### config.mk
export PLATFORM = sky130hd
export DESIGN_NAME = core_local_timer_interruptor
export DESIGN_NICKNAME = d
export VERILOG_FILES = /design/src/rtl/clt_pkg.sv /design/src/rtl/core_local_timer_interruptor.sv /design/src/rtl/clt_state.sv
export SDC_FILE = /design/constraint.sdc
export NUM_CORES = 2
export LEC_CHECK = 0
export BUFFER_PORTS_ARGS = -buffer_cell sky130_fd_sc_hd__buf_2
export CAP_MARGIN = 5
export CORE_ASPECT_RATIO = 1.4
export CORE_UTILIZATION = 30
export DETAILED_ROUTE_END_ITERATION = 7
export GPL_TIMING_DRIVEN = 0
export HOLD_SLACK_MARGIN = 0.08
export PLACE_DENSITY_LB_ADDON = 0.15
export RECOVER_POWER = 50
export SYNTH_ARGS = -nofsm -noshare
export SYNTH_HDL_FRONTEND = slang
export SYNTH_HIERARCHICAL = 1
export SYNTH_SLANG_ARGS = --single-unit
### constraint.sdc
create_clock -name clk -period 14.9 [get_ports clk]
set_clock_uncertainty 0.15 [all_clocks]
set_input_delay 0.745 -clock clk [delete_from_list [all_inputs] [get_ports clk]]
set_output_delay 0.745 -clock clk [all_outputs]
set_load 0.03 [all_outputs]
### src/rtl/clt_pkg.sv
// Shared types, constants and address decode for the core-local timer block.
`timescale 1ns / 1ps

package clt_pkg;

    localparam int MAX_HARTS = 8;
    localparam int HART_W = (MAX_HARTS > 1) ? $clog2(MAX_HARTS) : 1;
    localparam int CNT_W = $clog2(MAX_HARTS + 1);
    localparam int MASK_N = (MAX_HARTS < 8) ? MAX_HARTS : 8;

    localparam int OFF_W = 20;
    localparam int EOFF_W = OFF_W + 1;
    localparam int SOFT_IDX_W = 12;
    localparam int WORD_SHIFT = 32;

    localparam logic [EOFF_W-1:0] CMP_BASE = 21'h04000;
    localparam logic [EOFF_W-1:0] CMP_END = CMP_BASE + EOFF_W'(8 * MAX_HARTS);
    localparam logic [EOFF_W-1:0] TIME_MAIN = 21'h0bff8;
    localparam logic [EOFF_W-1:0] TIME_ALIAS = 21'h07ff8;
    localparam logic [EOFF_W-1:0] SOFT_ALIAS = 21'h80000;
    localparam logic [EOFF_W-1:0] SOFT_ALIAS_END = 21'h84000;
    localparam logic [EOFF_W-1:0] HALF_STEP = 21'd4;

    typedef enum logic [1:0] {
        CMD_READ  = 2'd0,
        CMD_WRITE = 2'd1,
        CMD_TICK  = 2'd2
    } cmd_t;

    typedef enum logic [1:0] {
        WK_NONE,
        WK_SOFT,
        WK_CMP,
        WK_TIME
    } word_kind_t;

    typedef struct packed {
        word_kind_t              kind;
        logic                    high;
        logic                    time_wr;
        logic [SOFT_IDX_W-1:0]   soft_hart;
        logic [HART_W-1:0]       cmp_hart;
    } word_dec_t;

    typedef struct packed {
        logic [1:0]  cmd;
        logic [19:0] byte_offset;
        logic        wide_access;
        logic [63:0] write_data;
    } item_t;

    typedef struct packed {
        logic [63:0] read_data;
        logic [7:0]  soft_pending;
        logic [7:0]  timer_pending;
    } res_t;

    function automatic word_dec_t decode_word(input logic [EOFF_W-1:0] off);
        word_dec_t d;
        logic [EOFF_W-1:0] rel;
        rel = off - CMP_BASE;
        d.kind = WK_NONE;
        d.high = 1'b0;
        d.time_wr = 1'b0;
        d.soft_hart = off[13:2];
        d.cmp_hart = HART_W'(rel >> 3);
        if (off < CMP_BASE || (off >= SOFT_ALIAS && off < SOFT_ALIAS_END))
        begin
            d.kind = WK_SOFT;
        end
        else if (off < CMP_END)
        begin
            d.kind = WK_CMP;
            d.high = (off[2:0] == 3'd4);
        end
        else if (off == TIME_MAIN || off == TIME_ALIAS)
        begin
            d.kind = WK_TIME;
            d.time_wr = (off == TIME_MAIN);
        end
        else if (off == TIME_MAIN + HALF_STEP || off == TIME_ALIAS + HALF_STEP)
        begin
            d.kind = WK_TIME;
            d.high = 1'b1;
            d.time_wr = (off == TIME_MAIN + HALF_STEP);
        end
        return d;
    endfunction

endpackage

### src/rtl/core_local_timer_interruptor.sv
// Top level of the core-local timer and software-interrupt block.
//
// The slave stream carries one item per handshake: a 4- or 8-byte register
// read, a register write, or one tick of the 64-bit time counter. The kind
// of item travels in s_axis_tuser. Every accepted item produces exactly one
// result on the master stream with the read data and the per-hart software-
// and timer-pending masks as they stand after the item.
// The block takes one item per cycle while m_axis_tready is not held low. An
// item is registered in the input register on acceptance, then decoded,
// merged into the state and turned into a result held in the output register.
// A result waits in the output register while the receiver holds
// m_axis_tready low; one further item may wait in the input register, after
// which s_axis_tready drops until the result is taken.
// The harts_present register is written through cfg_we and cfg_wdata; the user
// must do so while no item is in flight, as the block itself does not enforce it.
// Reset sets the time counter to one, every compare value to all ones, every
// software-pending bit to zero, harts_present to one, and empties both stages.
`timescale 1ns / 1ps

module core_local_timer_interruptor
    import clt_pkg::*;
(
    input  logic        clk,
    input  logic        rst_n,
    input  logic        cfg_we,
    input  logic [3:0]  cfg_wdata,
    input  logic        s_axis_tvalid,
    output logic        s_axis_tready,
    // Fields from bit 0: byte_offset[19:0], wide_access, write_data[63:0], zero fill.
    input  logic [87:0] s_axis_tdata,
    // Fields from bit 0: cmd[1:0].
    input  logic [1:0]  s_axis_tuser,
    output logic        m_axis_tvalid,
    input  logic        m_axis_tready,
    // Fields from bit 0: read_data[63:0], soft_pending[7:0], timer_pending[7:0].
    output logic [79:0] m_axis_tdata
);

    logic  in_valid_reg;
    logic  in_valid_next;
    item_t in_item_reg;
    logic  out_valid_reg;
    logic  out_valid_next;
    res_t  out_res_reg;
    res_t  res;
    item_t in_item;
    logic  accept;
    logic  advance;

    assign advance = in_valid_reg && (!out_valid_reg || m_axis_tready);
    assign s_axis_tready = !in_valid_reg || advance;
    assign accept = s_axis_tvalid && s_axis_tready;

    always_comb
    begin
        in_item.cmd = s_axis_tuser;
        in_item.byte_offset = s_axis_tdata[19:0];
        in_item.wide_access = s_axis_tdata[20];
        in_item.write_data = s_axis_tdata[84:21];

        if (accept)
        begin
            in_valid_next = 1'b1;
        end
        else if (advance)
        begin
            in_valid_next = 1'b0;
        end
        else
        begin
            in_valid_next = in_valid_reg;
        end

        if (advance)
        begin
            out_valid_next = 1'b1;
        end
        else if (m_axis_tready)
        begin
            out_valid_next = 1'b0;
        end
        else
        begin
            out_valid_next = out_valid_reg;
        end
    end

    clt_state u_state (
        .clk       (clk),
        .rst_n     (rst_n),
        .cfg_we    (cfg_we),
        .cfg_wdata (cfg_wdata),
        .item_go   (advance),
        .item      (in_item_reg),
        .res       (res)
    );

    always_ff @(posedge clk or negedge rst_n)
    begin
        if (!rst_n)
        begin
            in_valid_reg <= 1'b0;
            out_valid_reg <= 1'b0;
        end
        else
        begin
            in_valid_reg <= in_valid_next;
            out_valid_reg <= out_valid_next;
        end
    end

    always_ff @(posedge clk)
    begin
        if (accept)
        begin
            in_item_reg <= in_item;
        end
        if (advance)
        begin
            out_res_reg <= res;
        end
    end

    assign m_axis_tvalid = out_valid_reg;
    assign m_axis_tdata = {out_res_reg.timer_pending, out_res_reg.soft_pending,
                           out_res_reg.read_data};

endmodule

### src/rtl/clt_state.sv
// Timer state, compare and software-pending registers with access decode and merge.
`timescale 1ns / 1ps

module clt_state
    import clt_pkg::*;
(
    input  logic       clk,
    input  logic       rst_n,
    input  logic       cfg_we,
    input  logic [3:0] cfg_wdata,
    input  logic       item_go,
    input  item_t      item,
    output res_t       res
);

    logic [3:0]            harts_reg;
    logic [63:0]           time_reg;
    logic [63:0]           time_next;
    logic [63:0]           cmp_reg [MAX_HARTS];
    logic [63:0]           cmp_next [MAX_HARTS];
    logic [MAX_HARTS-1:0]  soft_reg;
    logic [MAX_HARTS-1:0]  soft_next;

    logic [EOFF_W-1:0]     off_a;
    logic [EOFF_W-1:0]     off_b;
    word_dec_t             dec_a;
    word_dec_t             dec_b;
    logic                  is_read;
    logic                  is_write;
    logic                  is_tick;
    logic                  time_full;
    logic                  cmp_full;
    logic                  use_b;
    logic [CNT_W-1:0]      present_n;
    logic                  present_a;
    logic                  present_b;
    logic [HART_W-1:0]     cmp_sel;
    logic [63:0]           cmp_rd;
    logic [31:0]           rd_a;
    logic [31:0]           rd_b;

    always_comb
    begin
        off_a = {1'b0, item.byte_offset};
        off_b = off_a + HALF_STEP;
        dec_a = decode_word(off_a);
        dec_b = decode_word(off_b);
        is_read = (item.cmd == CMD_READ);
        is_write = (item.cmd == CMD_WRITE);
        is_tick = (item.cmd == CMD_TICK);
        time_full = item.wide_access && (off_a == TIME_MAIN || off_a == TIME_ALIAS);
        cmp_full = item.wide_access && !time_full && (dec_a.kind == WK_CMP);
        use_b = item.wide_access && !time_full && !cmp_full;

        if (harts_reg == 4'd0)
        begin
            present_n = CNT_W'(1);
        end
        else if (int'(harts_reg) > MAX_HARTS)
        begin
            present_n = CNT_W'(MAX_HARTS);
        end
        else
        begin
            present_n = CNT_W'(harts_reg);
        end
        present_a = dec_a.soft_hart < SOFT_IDX_W'(present_n);
        present_b = dec_b.soft_hart < SOFT_IDX_W'(present_n);

        cmp_sel = (dec_a.kind == WK_CMP) ? dec_a.cmp_hart : dec_b.cmp_hart;
        cmp_rd = cmp_reg[cmp_sel];

        case (dec_a.kind)
            WK_SOFT: rd_a = {31'd0, soft_reg[dec_a.soft_hart[HART_W-1:0]] & present_a};
            WK_CMP:  rd_a = dec_a.high ? cmp_rd[63:32] : cmp_rd[31:0];
            WK_TIME: rd_a = dec_a.high ? time_reg[63:32] : time_reg[31:0];
            default: rd_a = 32'd0;
        endcase
        case (dec_b.kind)
            WK_SOFT: rd_b = {31'd0, soft_reg[dec_b.soft_hart[HART_W-1:0]] & present_b};
            WK_CMP:  rd_b = dec_b.high ? cmp_rd[63:32] : cmp_rd[31:0];
            WK_TIME: rd_b = dec_b.high ? time_reg[63:32] : time_reg[31:0];
            default: rd_b = 32'd0;
        endcase

        if (!is_read)
        begin
            res.read_data = 64'd0;
        end
        else if (time_full)
        begin
            res.read_data = time_reg;
        end
        else if (cmp_full)
        begin
            res.read_data = cmp_rd;
        end
        else if (use_b)
        begin
            res.read_data = {rd_b, rd_a};
        end
        else
        begin
            res.read_data = {32'd0, rd_a};
        end

        time_next = time_reg;
        if (is_tick)
        begin
            time_next = time_reg + 64'd1;
        end
        else if (is_write)
        begin
            if (time_full)
            begin
                time_next = item.write_data;
            end
            else
            begin
                if (dec_a.kind == WK_TIME && dec_a.time_wr)
                begin
                    if (dec_a.high)
                    begin
                        time_next[63:32] = item.write_data[31:0];
                    end
                    else
                    begin
                        time_next[31:0] = item.write_data[31:0];
                    end
                end
                if (use_b && dec_b.kind == WK_TIME && dec_b.time_wr)
                begin
                    if (dec_b.high)
                    begin
                        time_next[63:32] = item.write_data[63:32];
                    end
                    else
                    begin
                        time_next[31:0] = item.write_data[63:32];
                    end
                end
            end
        end

        for (int h = 0; h < MAX_HARTS; h++)
        begin
            cmp_next[h] = cmp_reg[h];
            soft_next[h] = soft_reg[h];
            if (is_write)
            begin
                if (cmp_full)
                begin
                    if (dec_a.cmp_hart == HART_W'(h))
                    begin
                        cmp_next[h] = item.write_data;
                    end
                end
                else
                begin
                    if (dec_a.kind == WK_CMP && dec_a.cmp_hart == HART_W'(h))
                    begin
                        if (dec_a.high)
                        begin
                            cmp_next[h][63:32] = item.write_data[31:0];
                        end
                        else
                        begin
                            cmp_next[h][31:0] = item.write_data[31:0];
                        end
                    end
                    if (use_b && dec_b.kind == WK_CMP && dec_b.cmp_hart == HART_W'(h))
                    begin
                        if (dec_b.high)
                        begin
                            cmp_next[h][63:32] = item.write_data[63:32];
                        end
                        else
                        begin
                            cmp_next[h][31:0] = item.write_data[63:32];
                        end
                    end
                end
                if (dec_a.kind == WK_SOFT && present_a
                    && dec_a.soft_hart == SOFT_IDX_W'(h))
                begin
                    soft_next[h] = item.write_data[0];
                end
                if (use_b && dec_b.kind == WK_SOFT && present_b
                    && dec_b.soft_hart == SOFT_IDX_W'(h))
                begin
                    soft_next[h] = item.write_data[32];
                end
            end
        end

        res.soft_pending = 8'd0;
        res.timer_pending = 8'd0;
        for (int h = 0; h < MASK_N; h++)
        begin
            res.soft_pending[h] = soft_next[h] && (CNT_W'(h) < present_n);
            res.timer_pending[h] = (time_next >= cmp_next[h]);
        end
    end

    always_ff @(posedge clk or negedge rst_n)
    begin
        if (!rst_n)
        begin
            harts_reg <= 4'd1;
        end
        else if (cfg_we)
        begin
            harts_reg <= cfg_wdata;
        end
    end

    always_ff @(posedge clk or negedge rst_n)
    begin
        if (!rst_n)
        begin
            time_reg <= 64'd1;
            soft_reg <= '0;
            for (int h = 0; h < MAX_HARTS; h++)
            begin
                cmp_reg[h] <= '1;
            end
        end
        else if (item_go)
        begin
            time_reg <= time_next;
            soft_reg <= soft_next;
            for (int h = 0; h < MAX_HARTS; h++)
            begin
                cmp_reg[h] <= cmp_next[h];
            end
        end
    end

endmodule

# Word level (Yosys, flattened, before mapping)
# Index checks and enable logic that the tools add are counted.
[op_classes]
n_addsub = 4
n_mul = 0
div_mod_pow = 0
order_cmp = 30
eq_ne = 46
shift = 0
mux = 144
bitwise_logic = 3
n_reduce_logical = 75
[ops]
columns = ["op", "n"]
rows = [
  ["2-to-1 mux 64 bit", 50],
  ["2-to-1 mux 32 bit", 40],
  [">= comparator 64 bit", 8],
  ["binary-select mux 64 bit (select 3 bit)", 1],
  ["case mux 32 bit (3 select lines)", 2],
  ["equality test 12 x 3 -> 1 bit, second input constant", 8],
  ["adder 64 x 1 -> 64 bit, second input constant", 1],
  ["logical AND 1 bit", 55],
  ["equality test 12 x 2 -> 1 bit, second input constant", 4],
  ["equality test 21 x 15 -> 1 bit, second input constant", 2],
  ["equality test 21 x 16 -> 1 bit, second input constant", 2],
  ["less-than comparator 21 x 15 -> 1 bit, second input constant", 2],
  ["equality test 20 x 15 -> 1 bit, second input constant", 2],
  ["equality test 20 x 16 -> 1 bit, second input constant", 2],
  ["less-than comparator 20 x 15 -> 1 bit, second input constant", 2],
  ["2-to-1 mux 1 bit", 36],
  ["equality test 3 bit, second input constant", 10],
  ["equality test 12 x 1 -> 1 bit, second input constant", 2],
  ["logical NOT 12 bit", 2],
  ["less-than comparator 12 x 4 -> 1 bit", 2],
  ["adder 20 x 3 -> 21 bit, second input constant", 1],
  [">= comparator 21 x 20 -> 1 bit, second input constant", 1],
  ["less-than comparator 21 x 20 -> 1 bit, second input constant", 1],
  [">= comparator 20 bit, second input constant", 1],
  ["24 further kinds", 65],
]
[totals]
reg_bits = 757
latch_bits = 0
mem_bits_rw = 0
rom_bits = 0
out_inout_bits = 82
wordCells = 322
n_memories = 0

# Logic depth before layout (Yosys ltp)
[logic_depth]
depth_word = 17
mapped_depth = 24

# Hierarchy
# Netlist, hierarchy kept.
[by_module_without_submodules]
columns = ["mod", "n_inst", "cells_per_inst", "area_each_um2", "seq_area_each_um2"]
rows = [
  ["clt_state", 1, 7114, 59704.8, 15357.2],
  ["core_local_timer_interruptor", 1, 175, 5118.7, 5064.9],
]

# Least setup slack after synthesis
# OpenSTA, ideal clock, no wires.
[synth_path]
path_type = "flip-flop to flip-flop"
from = "register in_item_reg[68] (netlist bit)"
to = "register out_res_reg, in the netlist m_axis_tdata[73] (data pin)"
setup_time_ns = 0.271
arrival_time_ns = 5.493
setup_slack_ns = 8.986
stages_incl_launch_ff = 22
path_buffers = 1
synth_period_minus_slack_ns = 5.914
path_cell_list = "edfxtp_1 ha_1 nand2_1 or3_1 a221o_1 or3_1 or3_1 a21oi_4 o31a_1 buf_4 o21ai_0 o21ai_0 ha_1 a21o_1 a21o_1 a21o_1 a21oi_1 nor2_1 a2111oi_0 o21ai_0 a2111oi_0 o21ai_1"
[synth_rtl]
columns = ["element", "line", "text"]
rows = [
  ["start: declaration", "core_local_timer_interruptor.sv:41", "item_t in_item_reg;"],
  ["start signal: assignment", "core_local_timer_interruptor.sv:116", "in_item_reg <= in_item;"],
  ["end signal: assignment", "core_local_timer_interruptor.sv:120", "out_res_reg <= res;"],
  ["end: declaration", "core_local_timer_interruptor.sv:44", "res_t out_res_reg;"],
]

==> metrics.yaml <==
yosysSeqAreaShare_pct: 31.50
synth_top_family_by_area: "compound AO/OA/AOI/OAI gates"
status: "finished with violations"
wl_mm: 513.1
path_cells: "inv_1 -> clkbuf_1 -> nor2_1 -> clkbuf_1 -> buf_1 -> buf_2 -> clkbuf_1 -> a21oi_4 -> ha_1 -> nand4_1 -> nor4_2 -> buf_4 -> nand3_1 -> nor3_1 -> a21oi_1 -> o21ai_0 -> a2111oi_2 -> buf_4 -> o21ai_1"
post-route-min-period_ns: 12.19
critical_path_required_ns: 15.26
setup_ws_ns: 2.706
clkLatencyLatePin_ns: 0.80
hold_path.class: "input port to register"
dieArea_um2: 218000
ys_ff_latch: 757
netlist_area_um2: 64820
grt_max_degree: 98
final_nets: 8393
vdd_drop_max_mv: 0.09919
endpoint_kind: "register"
placed_cell_area_um2: 71900
regArea_um2: 20420
cpMostUsedCell: "clkbuf_1"
maxCapViolCount: 26
fin_area_um2: 76270
drt_iter0_markers: 9235
placedCellCount: 10420
avgSynthCellArea_um2: 8.893
coreArea_um2: 214500
antenna_violating_nets_post_route: 0
power_leakage_nw: 31.12
hold_viol_final: 0
yosys-mux-area-fraction_pct: 16.63
clockRootBuffer: "clkbuf_16"
synthCells: 7289
cts_tree: "yes"
arrival_ns: 12.55
gr-total-overflow: 0
dp_hpwl_mm: 398.1
cp_max_fo: 11
rsz0062_at_grt: "no"
startpoint_type: "register"
fillers: 22320
rows: 201
antenna_found_initial: 75
max_stage_delay_ns: 1.62
wl_per_cell_um: 47.62
critical_path_class: "register to register"
p_total_mw: 12.77
die_w_um: 394.9
preCtsSetupSlack_ns: 4.028
clk_pin_slew_ns: 0.06
syn_nets: 7903
track_usage_pct: 45.66
whs_ns: 0.1294
grt_pass1_wl_mm: 662.8
multi_input_area_um2: 42030
finalMaxSlewViolations: 645
ios: 181
cpMaxStageDelayCell: "nor3_1"
min_path_cells: 3
dieHeight_um: 552.0
drive_gt1_share_pct: 18.94
synth-main-ff-cell: "dfstp_2"
synth-simple-area-share_pct: 13.61
drc: 0
htree_num_levels: 3
start_util_pct: 30.22
reg2reg_depth: 19
finalNonFillerCells: 10780
areaGrowthSynthToFinish_pct: 17.66
ys_types: 97
finalCritPeriodShare_pct: 81.84
yosys_warnings: 6
synth_compound_area_share_pct: 23.12
vias: 72290
clkSinkCount: 757
synth_xor_area_share_pct: 0.7026
powerDensity_nw_per_um2: 167.5
setup_viol: 0
cts_buffers: 97
violations: "capacitance limit, slew limit"
io_buffers: 177
relSlewSlack_pct: -305.6
largest_reg_flops: 512
max_freq_mhz: 82.01
async_flop_share_pct: 77.94
worstMarginPinSlew_ns: 6.084
grt_pass1_vias: 68020
first_pass_iters: 8
synthAdderAreaFrac_pct: 9.940
clock_path_buffers: 3
place.gp.congestion: 1.064
vias_per_cell: 6.708
cts_setup_buffers: 0
synth-edff-count: 167
[stage by stage]
stage                     TNS (ns)  util, %
after floorplan                  0        -
after global placement     -154.73    32.29
after detailed placement         0    33.52
after CTS                        0    35.53
after global routing             0    35.48
final                            0    35.55
[per-layer routing]
layer	vias to the layer above	share of wire [%]	global-route usage, %
li1	28640	-	-
met1	36240	35	49.27
met2	5360	43	68.96
met3	2038	8.6	11.75
met4	14	14	51.20
met5	-	0.025	0
[cell type report]
class                           instances  area share (%)
Clock buffer                          126           3.501
Antenna cell                           71          0.2329
Buffer                                689           3.719
Sequential cell                       757           26.77
Tap cell                             2842           4.662
Multi-Input combinational cell       5803           55.10
Inverter                               40          0.1969
Timing Repair Buffer                  391           4.875
Clock inverter                         57          0.9350
[worst paths after layout]
kind,from,slack [ns],endpoint
min in group asynchronous,rst_n,1.89,u_state/time_reg[5]
max reg2reg,in_item_reg[85],2.71,m_axis_tdata[73]
min reg2reg,u_state/cmp_reg[296],0.33,u_state/cmp_reg[296]
max in group asynchronous,rst_n,3.70,in_valid_reg
min,m_axis_tready,0.13,m_axis_tvalid
max,in_item_reg[85],2.71,m_axis_tdata[73]
[cell usage after synthesis (all sizes together) (23+ instances only)]
cell    instances  area share [%]
a22oi          45            0.52
a211oi         24            0.28
o22a           66            0.89
buf           131             1.0
a21oi         642             5.0
a21o          223             2.6
dfrtp          76             2.9
nor4           38            0.43
o21ai         642             5.0
o211ai         23            0.27
or4            24            0.30
nand2b         39            0.38
o221ai         35            0.47
mux4          132             4.6
xnor2          30            0.45
a221o          35            0.54
o21a           48            0.56
o21bai         39            0.45
o31ai          35            0.41
clkbuf        558             3.2
nand3         143             1.1
nor3           69            0.56
mux2i         490             7.7
nand2         778             4.5
and3           47            0.45
nand4         157             1.5
o32a           32            0.49
inv            36            0.21
nor2          540             3.1
a22o           29            0.39
edfxtp        167             7.7
mux2          252             4.4
dfstp         514              21
ha            515             9.9
nor2b          35            0.34
o22ai         377             3.6
[cells by family (layout without fill, tap and decap cells)]
| group | after synthesis | count (layout) |
|---|---|---|
| XOR/XNOR | 49 | 49 |
| multiplexers | 874 | 874 |
| other | 0 | 71 |
| adder cells (fa/ha/maj) | 515 | 515 |
| flip-flops | 757 | 757 |
| buffers and inverters | 729 | 1303 |
| AO/OA/AOI/OAI | 2421 | 2421 |
| AND/OR/NAND/NOR | 1944 | 1944 |
[critical path, delay by kind of cell, from the launching register on]
kind / cells / cell delay, ns
fa+ha+maj: 1 / 0.50
simple gates: 5 / 3.53
flops: 1 / 0.68
buf+inv: 8 / 5.03
compound gates: 5 / 1.86
[cell usage in the layout (no fill, tap or decap), types with 55 or more instances in the layout]
| cell type | instances |
|---|---|
| a21o_1 | 223 |
| a21oi_1 | 605 |
| buf_2 | 152 |
| clkbuf_1 | 616 |
| clkbuf_16 | 100 |
| clkbuf_2 | 55 |
| dfrtp_1 | 76 |
| dfstp_2 | 514 |
| diode_2 | 71 |
| dlygate4sd3_1 | 94 |
| edfxtp_1 | 167 |
| ha_1 | 515 |
| mux2_2 | 222 |
| mux2i_1 | 469 |
| mux4_2 | 132 |
| nand2_1 | 777 |
| nand3_1 | 141 |
| nand4_1 | 155 |
| nor2_1 | 536 |
| nor3_1 | 63 |
| o21ai_0 | 561 |
| o21ai_1 | 62 |
| o22a_1 | 66 |
| o22ai_1 | 375 |
[repair_timing]
action                    CTS  global route
hold buffers               94             0
resized for setup           0             0
hold endpoints to repair  104             0
[where the power goes]
group          switching (mW)  internal, mW  total, mW
clock network            1.17          1.51       2.68
logic                    4.06          2.25       6.30
registers               0.802          2.98       3.79
Power figures use the tool's default switching activity.
